`src/rtl/core/wadat_pkg.sv`:
```
// Package for the windowed ADC average / threshold unit.
// Holds widths, command and register codes, and the divider handshake types.
// No dependencies.
`default_nettype none

package wadat_pkg;

    // fixed field widths
    localparam int SAMPLE_W = 12;
    localparam int DUR_W    = 16;
    localparam int CFG_W    = 16;
    localparam int CFG_IDX_W = 2;

    // sample counter covers press_duration / 1 at worst
    localparam int CNT_W  = DUR_W;
    localparam int SUM_W  = SAMPLE_W + CNT_W;
    localparam int TICK_W = 4;

    localparam int DIV_STEP_W = $clog2(SUM_W + 1);

    typedef enum logic
    {
        CMD_START = 1'b0,
        CMD_TICK  = 1'b1
    } cmd_t;

    typedef enum logic [CFG_IDX_W-1:0]
    {
        REG_CHANNEL_A_ENABLE = 2'd0,
        REG_CHANNEL_B_ENABLE = 2'd1,
        REG_PRESS_DURATION   = 2'd2,
        REG_PRESS_THRESHOLD  = 2'd3
    } cfg_idx_t;

    typedef struct packed
    {
        logic             start;
        logic [SUM_W-1:0] dividend;
        logic [CNT_W-1:0] divisor;
    } div_ctrl_t;

    typedef struct packed
    {
        logic             busy;
        logic             done;
        logic [SUM_W-1:0] quotient;
    } div_stat_t;

endpackage

`default_nettype wire

```
`src/rtl/core/wadat_in_if.sv`:
```
// Input channel: start / tick words with both channel samples.
// Depends on wadat_pkg.
`default_nettype none

interface wadat_in_if;
    logic                          valid;
    logic                          ready;
    logic                          command;
    logic [wadat_pkg::SAMPLE_W-1:0] sample_a;
    logic [wadat_pkg::SAMPLE_W-1:0] sample_b;

    modport source (output valid, output command, output sample_a, output sample_b,
                    input ready);
    modport sink   (input valid, input command, input sample_a, input sample_b,
                    output ready);
endinterface

`default_nettype wire

```
`src/rtl/core/wadat_out_if.sv`:
```
// Result channel: both averages and the pressed flag.
// Depends on wadat_pkg.
`default_nettype none

interface wadat_out_if;
    logic                          valid;
    logic                          ready;
    logic [wadat_pkg::SAMPLE_W-1:0] average_a;
    logic [wadat_pkg::SAMPLE_W-1:0] average_b;
    logic                          pressed;

    modport source (output valid, output average_a, output average_b, output pressed,
                    input ready);
    modport sink   (input valid, input average_a, input average_b, input pressed,
                    output ready);
endinterface

`default_nettype wire

```
`src/rtl/core/wadat_cfg_if.sv`:
```
// Configuration write channel: register index and write data.
// Depends on wadat_pkg.
`default_nettype none

interface wadat_cfg_if;
    logic                           valid;
    logic                           ready;
    logic [wadat_pkg::CFG_IDX_W-1:0] index;
    logic [wadat_pkg::CFG_W-1:0]     data;

    modport source (output valid, output index, output data, input ready);
    modport sink   (input valid, input index, input data, output ready);
endinterface

`default_nettype wire

```
`src/rtl/core/wadat_div.sv`:
```
// Restoring serial divider, one quotient bit per cycle.
// Depends on wadat_pkg (widths, div_ctrl_t, div_stat_t).
`default_nettype none

module wadat_div
(
    input  wire logic                 clk,
    input  wire logic                 rst_n,
    input  wire wadat_pkg::div_ctrl_t ctrl,
    output wadat_pkg::div_stat_t      stat
);

    localparam int SUM_W  = wadat_pkg::SUM_W;
    localparam int CNT_W  = wadat_pkg::CNT_W;
    localparam int STEP_W = wadat_pkg::DIV_STEP_W;

    logic              busy_reg, busy_next;
    logic              done_reg, done_next;
    logic [STEP_W-1:0] step_reg, step_next;
    logic [CNT_W-1:0]  rem_reg, rem_next;
    logic [SUM_W-1:0]  shift_reg, shift_next;
    logic [CNT_W-1:0]  divisor_reg, divisor_next;

    logic [CNT_W:0]    partial;
    logic [CNT_W+1:0]  diff;
    logic              fits;

    // shift the next dividend bit into the remainder and try a subtract
    assign partial = {rem_reg, shift_reg[SUM_W-1]};
    assign diff    = {1'b0, partial} - {2'b00, divisor_reg};
    assign fits    = ~diff[CNT_W+1];

    always_comb
    begin
        busy_next    = busy_reg;
        done_next    = 1'b0;
        step_next    = step_reg;
        rem_next     = rem_reg;
        shift_next   = shift_reg;
        divisor_next = divisor_reg;
        if (ctrl.start)
        begin
            busy_next    = 1'b1;
            step_next    = '0;
            rem_next     = '0;
            shift_next   = ctrl.dividend;
            divisor_next = ctrl.divisor;
        end
        else if (busy_reg)
        begin
            rem_next   = fits ? diff[CNT_W-1:0] : partial[CNT_W-1:0];
            shift_next = {shift_reg[SUM_W-2:0], fits};
            step_next  = step_reg + STEP_W'(1);
            if (step_reg == STEP_W'(SUM_W - 1))
            begin
                busy_next = 1'b0;
                done_next = 1'b1;
            end
        end
    end

    always_ff @(posedge clk or negedge rst_n)
    begin
        if (!rst_n)
        begin
            busy_reg <= 1'b0;
            done_reg <= 1'b0;
            step_reg <= '0;
        end
        else
        begin
            busy_reg <= busy_next;
            done_reg <= done_next;
            step_reg <= step_next;
        end
    end

    always_ff @(posedge clk)
    begin
        rem_reg     <= rem_next;
        shift_reg   <= shift_next;
        divisor_reg <= divisor_next;
    end

    assign stat.busy     = busy_reg;
    assign stat.done     = done_reg;
    assign stat.quotient = shift_reg;

endmodule

`default_nettype wire

```
`src/rtl/core/windowed_adc_average_threshold_unit.sv`:
```
// Two-channel windowed ADC average with a press threshold. A start word latches the channel
// enables and press_duration and sets the target sample count, press_duration / SAMPLE_PERIOD
// (at least 1), through a constant reciprocal multiply. Tick words are then taken back to
// back; every SAMPLE_PERIOD ticks the enabled samples are added to the running sums. The tick
// that completes the window holds the input off while one shared 28-step serial divider runs
// twice, once per channel sum, and the result word goes to an output register that frees the
// input side. A start with both channels disabled answers with zero averages and no division,
// and also holds the input until its word reaches the output register. Either result waits
// while the output register still holds an unread word. A start while a window is open
// restarts it; ticks while idle are dropped.
// Depends on wadat_pkg, wadat_in_if, wadat_out_if, wadat_cfg_if and wadat_div.
`default_nettype none

module windowed_adc_average_threshold_unit
#(
    parameter int SAMPLE_PERIOD = 10,
    parameter int SAMPLE_BITS   = 12
)
(
    input  wire logic    clk,
    input  wire logic    rst_n,
    wadat_in_if.sink     sample_ch,
    wadat_out_if.source  result_ch,
    wadat_cfg_if.sink    cfg
);

    localparam int SAMPLE_W = wadat_pkg::SAMPLE_W;
    localparam int CNT_W    = wadat_pkg::CNT_W;
    localparam int SUM_W    = wadat_pkg::SUM_W;
    localparam int TICK_W   = wadat_pkg::TICK_W;
    localparam int DUR_W    = wadat_pkg::DUR_W;

    localparam logic [SAMPLE_W-1:0] SAMPLE_MASK =
        SAMPLE_W'((33'd1 << SAMPLE_BITS) - 33'd1);
    localparam logic [TICK_W-1:0] TICK_LAST = TICK_W'(SAMPLE_PERIOD - 1);

    // duration / SAMPLE_PERIOD as (duration * ceil(2^k / SAMPLE_PERIOD)) >> k,
    // exact over the whole duration range with k = DUR_W + clog2(SAMPLE_PERIOD)
    localparam int TGT_SHIFT = DUR_W + $clog2(SAMPLE_PERIOD);
    localparam int PROD_W    = TGT_SHIFT + CNT_W;
    localparam logic [DUR_W:0] TGT_RECIP =
        (DUR_W+1)'(((64'd1 << TGT_SHIFT) + 64'(SAMPLE_PERIOD) - 64'd1) / 64'(SAMPLE_PERIOD));

    typedef enum logic [4:0]
    {
        S_IDLE = 5'b00001,
        S_RUN  = 5'b00010,
        S_DIVA = 5'b00100,
        S_DIVB = 5'b01000,
        S_DONE = 5'b10000
    } state_t;

    // configuration registers
    logic                en_a_cfg_reg;
    logic                en_b_cfg_reg;
    logic [DUR_W-1:0]    duration_reg;
    logic [SAMPLE_W-1:0] threshold_reg;

    state_t              state_reg, state_next;
    logic [TICK_W-1:0]   tick_reg, tick_next;
    logic [CNT_W-1:0]    target_reg, target_next;
    logic [CNT_W-1:0]    taken_reg, taken_next;
    logic [SUM_W-1:0]    sum_a_reg, sum_a_next;
    logic [SUM_W-1:0]    sum_b_reg, sum_b_next;
    logic                run_en_a_reg, run_en_a_next;
    logic                run_en_b_reg, run_en_b_next;
    logic [SAMPLE_W-1:0] avg_a_reg, avg_a_next;
    logic [SAMPLE_W-1:0] avg_b_reg, avg_b_next;
    logic                hit_a_reg, hit_a_next;
    logic                hit_b_reg, hit_b_next;
    logic                div_start_reg, div_start_next;

    logic                out_valid_reg, out_valid_next;
    logic [SAMPLE_W-1:0] out_avg_a_reg, out_avg_a_next;
    logic [SAMPLE_W-1:0] out_avg_b_reg, out_avg_b_next;
    logic                out_pressed_reg, out_pressed_next;

    logic                in_fire;
    logic                out_free;
    logic [SAMPLE_W-1:0] sa_masked;
    logic [SAMPLE_W-1:0] sb_masked;
    logic [CNT_W-1:0]    taken_inc;
    logic [PROD_W-1:0]   tgt_prod;
    logic [CNT_W-1:0]    tgt_quot;
    logic                quot_over;

    wadat_pkg::div_ctrl_t div_ctrl;
    wadat_pkg::div_stat_t div_stat;

    wadat_div u_div
    (
        .clk   (clk),
        .rst_n (rst_n),
        .ctrl  (div_ctrl),
        .stat  (div_stat)
    );

    assign sample_ch.ready = (state_reg inside {S_IDLE, S_RUN});
    assign in_fire   = sample_ch.valid & sample_ch.ready;
    assign out_free  = ~out_valid_reg | result_ch.ready;
    assign sa_masked = sample_ch.sample_a & SAMPLE_MASK;
    assign sb_masked = sample_ch.sample_b & SAMPLE_MASK;
    assign taken_inc = taken_reg + CNT_W'(1);
    assign tgt_prod  = PROD_W'(duration_reg) * PROD_W'(TGT_RECIP);
    assign tgt_quot  = tgt_prod[TGT_SHIFT +: CNT_W];
    assign quot_over = (div_stat.quotient > SUM_W'(threshold_reg));

    // divider operands follow the state
    always_comb
    begin
        div_ctrl.start   = div_start_reg;
        div_ctrl.divisor = taken_reg;
        case (state_reg)
            S_DIVA:
            begin
                div_ctrl.dividend = sum_a_reg;
            end
            default:
            begin
                div_ctrl.dividend = sum_b_reg;
            end
        endcase
    end

    always_comb
    begin
        state_next       = state_reg;
        tick_next        = tick_reg;
        target_next      = target_reg;
        taken_next       = taken_reg;
        sum_a_next       = sum_a_reg;
        sum_b_next       = sum_b_reg;
        run_en_a_next    = run_en_a_reg;
        run_en_b_next    = run_en_b_reg;
        avg_a_next       = avg_a_reg;
        avg_b_next       = avg_b_reg;
        hit_a_next       = hit_a_reg;
        hit_b_next       = hit_b_reg;
        div_start_next   = 1'b0;
        out_valid_next   = out_valid_reg & ~result_ch.ready;
        out_avg_a_next   = out_avg_a_reg;
        out_avg_b_next   = out_avg_b_reg;
        out_pressed_next = out_pressed_reg;

        case (state_reg)
            S_IDLE, S_RUN:
            begin
                if (in_fire)
                begin
                    if (sample_ch.command == wadat_pkg::CMD_START)
                    begin
                        tick_next     = '0;
                        taken_next    = '0;
                        sum_a_next    = '0;
                        sum_b_next    = '0;
                        target_next   = (tgt_quot == '0) ? CNT_W'(1) : tgt_quot;
                        run_en_a_next = en_a_cfg_reg;
                        run_en_b_next = en_b_cfg_reg;
                        if (!en_a_cfg_reg && !en_b_cfg_reg)
                        begin
                            avg_a_next = '0;
                            avg_b_next = '0;
                            hit_a_next = 1'b0;
                            hit_b_next = 1'b0;
                            state_next = S_DONE;
                        end
                        else
                        begin
                            state_next = S_RUN;
                        end
                    end
                    else if (state_reg == S_RUN)
                    begin
                        if (tick_reg == TICK_LAST)
                        begin
                            tick_next  = '0;
                            taken_next = taken_inc;
                            if (run_en_a_reg)
                            begin
                                sum_a_next = sum_a_reg + SUM_W'(sa_masked);
                            end
                            if (run_en_b_reg)
                            begin
                                sum_b_next = sum_b_reg + SUM_W'(sb_masked);
                            end
                            // window closes on the last sample
                            if (taken_inc == target_reg)
                            begin
                                div_start_next = 1'b1;
                                state_next     = S_DIVA;
                            end
                        end
                        else
                        begin
                            tick_next = tick_reg + TICK_W'(1);
                        end
                    end
                end
            end
            S_DIVA:
            begin
                if (div_stat.done)
                begin
                    avg_a_next     = run_en_a_reg ? div_stat.quotient[SAMPLE_W-1:0] : '0;
                    hit_a_next     = run_en_a_reg & quot_over;
                    div_start_next = 1'b1;
                    state_next     = S_DIVB;
                end
            end
            S_DIVB:
            begin
                if (div_stat.done)
                begin
                    avg_b_next = run_en_b_reg ? div_stat.quotient[SAMPLE_W-1:0] : '0;
                    hit_b_next = run_en_b_reg & quot_over;
                    state_next = S_DONE;
                end
            end
            S_DONE:
            begin
                // hold until the output register can take the word
                if (out_free)
                begin
                    out_valid_next   = 1'b1;
                    out_avg_a_next   = avg_a_reg;
                    out_avg_b_next   = avg_b_reg;
                    out_pressed_next = hit_a_reg | hit_b_reg;
                    state_next       = S_IDLE;
                end
            end
            default:
            begin
                state_next = S_IDLE;
            end
        endcase
    end

    always_ff @(posedge clk or negedge rst_n)
    begin
        if (!rst_n)
        begin
            state_reg     <= S_IDLE;
            tick_reg      <= '0;
            target_reg    <= CNT_W'(1);
            taken_reg     <= '0;
            run_en_a_reg  <= 1'b0;
            run_en_b_reg  <= 1'b0;
            div_start_reg <= 1'b0;
            out_valid_reg <= 1'b0;
        end
        else
        begin
            state_reg     <= state_next;
            tick_reg      <= tick_next;
            target_reg    <= target_next;
            taken_reg     <= taken_next;
            run_en_a_reg  <= run_en_a_next;
            run_en_b_reg  <= run_en_b_next;
            div_start_reg <= div_start_next;
            out_valid_reg <= out_valid_next;
        end
    end

    always_ff @(posedge clk)
    begin
        sum_a_reg       <= sum_a_next;
        sum_b_reg       <= sum_b_next;
        avg_a_reg       <= avg_a_next;
        avg_b_reg       <= avg_b_next;
        hit_a_reg       <= hit_a_next;
        hit_b_reg       <= hit_b_next;
        out_avg_a_reg   <= out_avg_a_next;
        out_avg_b_reg   <= out_avg_b_next;
        out_pressed_reg <= out_pressed_next;
    end

    // configuration registers
    assign cfg.ready = 1'b1;

    always_ff @(posedge clk or negedge rst_n)
    begin
        if (!rst_n)
        begin
            en_a_cfg_reg  <= 1'b1;
            en_b_cfg_reg  <= 1'b1;
            duration_reg  <= DUR_W'(100);
            threshold_reg <= SAMPLE_W'(3000);
        end
        else if (cfg.valid)
        begin
            case (cfg.index)
                wadat_pkg::REG_CHANNEL_A_ENABLE: en_a_cfg_reg  <= cfg.data[0];
                wadat_pkg::REG_CHANNEL_B_ENABLE: en_b_cfg_reg  <= cfg.data[0];
                wadat_pkg::REG_PRESS_DURATION:   duration_reg  <= cfg.data[DUR_W-1:0];
                wadat_pkg::REG_PRESS_THRESHOLD:  threshold_reg <= cfg.data[SAMPLE_W-1:0];
                default:                         ;
            endcase
        end
    end

    assign result_ch.valid     = out_valid_reg;
    assign result_ch.average_a = out_avg_a_reg;
    assign result_ch.average_b = out_avg_b_reg;
    assign result_ch.pressed   = out_pressed_reg;

endmodule

`default_nettype wire
```
`src/flat_wrapper.sv`:
```
// flat-port wrapper written by rule: the top's interface ports become plain ports
module windowed_adc_average_threshold_unit_flat 
#(
    parameter int SAMPLE_PERIOD = 10,
    parameter int SAMPLE_BITS   = 12
)
  (clk, rst_n, sample_ch_valid, sample_ch_command, sample_ch_sample_a, sample_ch_sample_b, sample_ch_ready, result_ch_valid, result_ch_average_a, result_ch_average_b, result_ch_pressed, result_ch_ready, cfg_valid, cfg_index, cfg_data, cfg_ready);
  wadat_in_if sample_ch_i ();
  wadat_out_if result_ch_i ();
  wadat_cfg_if cfg_i ();
  input  wire logic clk;
  input  wire logic rst_n;
  input wire logic [$bits(sample_ch_i.valid)-1:0] sample_ch_valid;
  input wire logic [$bits(sample_ch_i.command)-1:0] sample_ch_command;
  input wire logic [$bits(sample_ch_i.sample_a)-1:0] sample_ch_sample_a;
  input wire logic [$bits(sample_ch_i.sample_b)-1:0] sample_ch_sample_b;
  output wire logic [$bits(sample_ch_i.ready)-1:0] sample_ch_ready;
  output wire logic [$bits(result_ch_i.valid)-1:0] result_ch_valid;
  output wire logic [$bits(result_ch_i.average_a)-1:0] result_ch_average_a;
  output wire logic [$bits(result_ch_i.average_b)-1:0] result_ch_average_b;
  output wire logic [$bits(result_ch_i.pressed)-1:0] result_ch_pressed;
  input wire logic [$bits(result_ch_i.ready)-1:0] result_ch_ready;
  input wire logic [$bits(cfg_i.valid)-1:0] cfg_valid;
  input wire logic [$bits(cfg_i.index)-1:0] cfg_index;
  input wire logic [$bits(cfg_i.data)-1:0] cfg_data;
  output wire logic [$bits(cfg_i.ready)-1:0] cfg_ready;
  assign sample_ch_i.valid = sample_ch_valid;
  assign sample_ch_i.command = sample_ch_command;
  assign sample_ch_i.sample_a = sample_ch_sample_a;
  assign sample_ch_i.sample_b = sample_ch_sample_b;
  assign sample_ch_ready = sample_ch_i.ready;
  assign result_ch_valid = result_ch_i.valid;
  assign result_ch_average_a = result_ch_i.average_a;
  assign result_ch_average_b = result_ch_i.average_b;
  assign result_ch_pressed = result_ch_i.pressed;
  assign result_ch_i.ready = result_ch_ready;
  assign cfg_i.valid = cfg_valid;
  assign cfg_i.index = cfg_index;
  assign cfg_i.data = cfg_data;
  assign cfg_ready = cfg_i.ready;
  windowed_adc_average_threshold_unit #(.SAMPLE_PERIOD(SAMPLE_PERIOD), .SAMPLE_BITS(SAMPLE_BITS)) u_core (.clk(clk), .rst_n(rst_n), .sample_ch(sample_ch_i), .result_ch(result_ch_i), .cfg(cfg_i));
endmodule
```
`config.mk`:
```
export PLATFORM = sky130hd
export DESIGN_NAME = windowed_adc_average_threshold_unit_flat
export DESIGN_NICKNAME = d
export VERILOG_FILES = /design/src/rtl/core/wadat_pkg.sv /design/src/rtl/core/wadat_in_if.sv /design/src/rtl/core/wadat_out_if.sv /design/src/rtl/core/wadat_cfg_if.sv /design/src/rtl/core/wadat_div.sv /design/src/rtl/core/windowed_adc_average_threshold_unit.sv /design/src/flat_wrapper.sv
export SDC_FILE = /design/constraint.sdc
export NUM_CORES = 1
export LEC_CHECK = 0
export BUFFER_PORTS_ARGS = -buffer_cell sky130_fd_sc_hd__buf_2
export CORE_MARGIN = 1.5
export CORE_UTILIZATION = 32
export CTS_BUF_LIST = sky130_fd_sc_hd__clkbuf_4
export DETAILED_ROUTE_END_ITERATION = 10
export SLEW_MARGIN = 20
export SYNTH_ARGS = -nofsm -noshare
export SYNTH_HDL_FRONTEND = slang
export SYNTH_HIERARCHICAL = 1
export SYNTH_SLANG_ARGS = --single-unit
```
`constraint.sdc`:
```
create_clock -name clk -period 6 [get_ports clk]
set_clock_uncertainty 0.15 [all_clocks]
set_input_delay 0.6 -clock clk [delete_from_list [all_inputs] [get_ports clk]]
set_output_delay 0.6 -clock clk [all_outputs]
set_load 0.05 [all_outputs]
```
==> run metrics <==
status=complete, no violations; vias in the first global route=13670; final wirelength=44640 µm; crit path time final=5926 ps; # fillers=5532; Syn. warnings=6; Syn Nets=2123; RSZ-0062 raised after global routing=true; H-tree depth=3; DRC=0; Worst EP required=6500 ps; fin nets=2302; PortBufs=74; clk root buf=clkbuf_4; Initial Util=0.3259; hold_ws=93.10 ps; endpoints failing setup=0; R2R Setup Slk=70 ps; worst-path fanout max=4; Synth-to-Final Area Change=17.93%; DR iter-0 viols=670; Max Cap Viol=0; Peak Freq=168.8 MHz; critical path class=flip-flop to flip-flop; CTS buffer count=68; first-pass GRT wire length=71230 µm; Tot GR Track Use=0.1556; critical path launch point type=flip-flop; final worst path period share=0.9876; core area=0.05552 mm²; worst slew pin tran=1017 ps; Clk Latency, worst-skew pair=780 ps; initial antenna violation count=3; Clock Path Buffers=3; register area=0.006855 mm²; drt first pass iters=5; Final Hold Vio Count=0; CTS clk-pin slew, worst paths=60 ps; ANT nets after route=0; largest net degree at the start of global routing=68; CP endpoint kind=flip-flop; DR vias/cell=4.906; WL per Instance=15.99 µm; # rows=86; TritonCTS clock tree=yes; layout cells sized above 1=0.2192; die width=240.8 µm; total grt overflow=0; # IOs=76; Placer Congestion=0.9269; Mapped Cells=1806; DP HPWL=33570 µm; worst path arrival time=6420 ps; mapped cell area=0.01810 mm²; multi-input logic area=0.01055 mm²; final slew viol count=0; via count=13690; slew margin rel.=0.3192; die height=240.8 µm; TritonCTS Sinks=246; Die ar.=0.05799 mm²; syn avg cell area=10.02 µm²; worst hold path class=primary input to flip-flop
cells in the final DEF (no fill, tap or decap), types with 7 or more instances in the layout:
master         instances
inv_1                232
nand2_1              192
ha_1                 166
edfxtp_1             151
clkbuf_4             106
o21ai_0               88
a21oi_1               84
fa_1                  81
buf_4                 77
buf_2                 73
nor2_1                73
mux2_2                63
dfrtp_1               60
and3_1                47
nand3_1               39
xnor2_1               37
nor3_1                34
or3_1                 31
xor2_1                23
o31ai_1               22
ha_4                  20
dlygate4sd3_1         19
a21o_1                19
nand4_1               17
o21a_1                16
dfxtp_1               16
or4_1                 14
dfstp_2               14
nand2b_1              13
inv_2                 12
clkinv_1              11
a21oi_2               10
o211ai_1              10
nor2b_1                9
nor4_1                 7
area by class of cell:
class | instances | share of cell area
multi-input combinational | 1256 | 0.4941
timing repair buffer | 172 | 0.05470
sequential | 246 | 0.3212
clock inverter | 18 | 0.006038
tap | 748 | 0.04385
clock buffer | 106 | 0.03728
antenna | 4 | 0.0004690
inverter | 241 | 0.04238
stage by stage:
stage / cells / worst slack (ps) / util / cell area (µm²) / setup TNS [ps]
finish: 2791 / 74.24 / 0.3844 / 21340 / 0
global route: 2791 / -144.2 / 0.3844 / 21340 / -182.0
CTS: 2780 / 1.916 / 0.3779 / 20980 / 0
detailed placement: 2635 / -150.4 / 0.3543 / 19670 / -152.2
global placement: 2635 / -107.4 / 0.3543 / 19670 / -107.4
floorplan: 1806 / 17.29 / - / 18110 / 0
path summary, 6_finish.rpt:
path	startpoint	end	depth (start not counted)
max	u_core/duration_reg[2]$_DFFE_PN1P_	u_core/target_reg[0]$_DFFE_PN1P_	19
min	cfg_index[0]	u_core/en_b_cfg_reg$_DFFE_PN1P_	3
max reg2reg	u_core/duration_reg[2]$_DFFE_PN1P_	u_core/target_reg[0]$_DFFE_PN1P_	19
min reg2reg	u_core/avg_b_reg[0]$_SDFFCE_PN0P_	u_core/result_ch.average_b[0]$_DFFE_PP_	0
max in group asynchronous	rst_n	u_core/div_start_reg$_DFF_PN0_	3
min in group asynchronous	rst_n	u_core/threshold_reg[1]$_DFFE_PN0P_	2
worst max-delay path, cell delays in order, from the launching register on:
cell and delay, ps:
dfstp_2 600, ha_4 230, xor2_2 160, ha_4 220, fa_1 500, fa_1 510, fa_1 550, inv_1 60
fa_1 520, inv_1 60, ha_4 260, a21oi_2 170, o21ai_2 110, o2bb2ai_4 140, a211oi_4 320, o32ai_2 160
or3_4 410, a2111oi_4 290, nand4_1 150, o31ai_2 230
metal layers:
metal	wire, µm	GRT usage
met2	21110	0.2520
met4	1153	0.05701
met1	20500	0.2044
met3	1884	0.03294
met5	0	0
what timing repair did:
| action | 4_1_cts | 5_1_grt |
|---|---|---|
| setup endpoints to repair | 2 | 5 |
| hold buffers | 19 | 0 |
| resized for setup | 23 | 48 |
| hold endpoints to repair | 45 | 0 |
| pin swaps | 8 | 33 |
| buffers inserted | 2 | 7 |
| gates cloned | 0 | 0 |
Power is not shown: default switching activity piles up to over one toggle a cycle in this logic, so the estimate is an artifact.
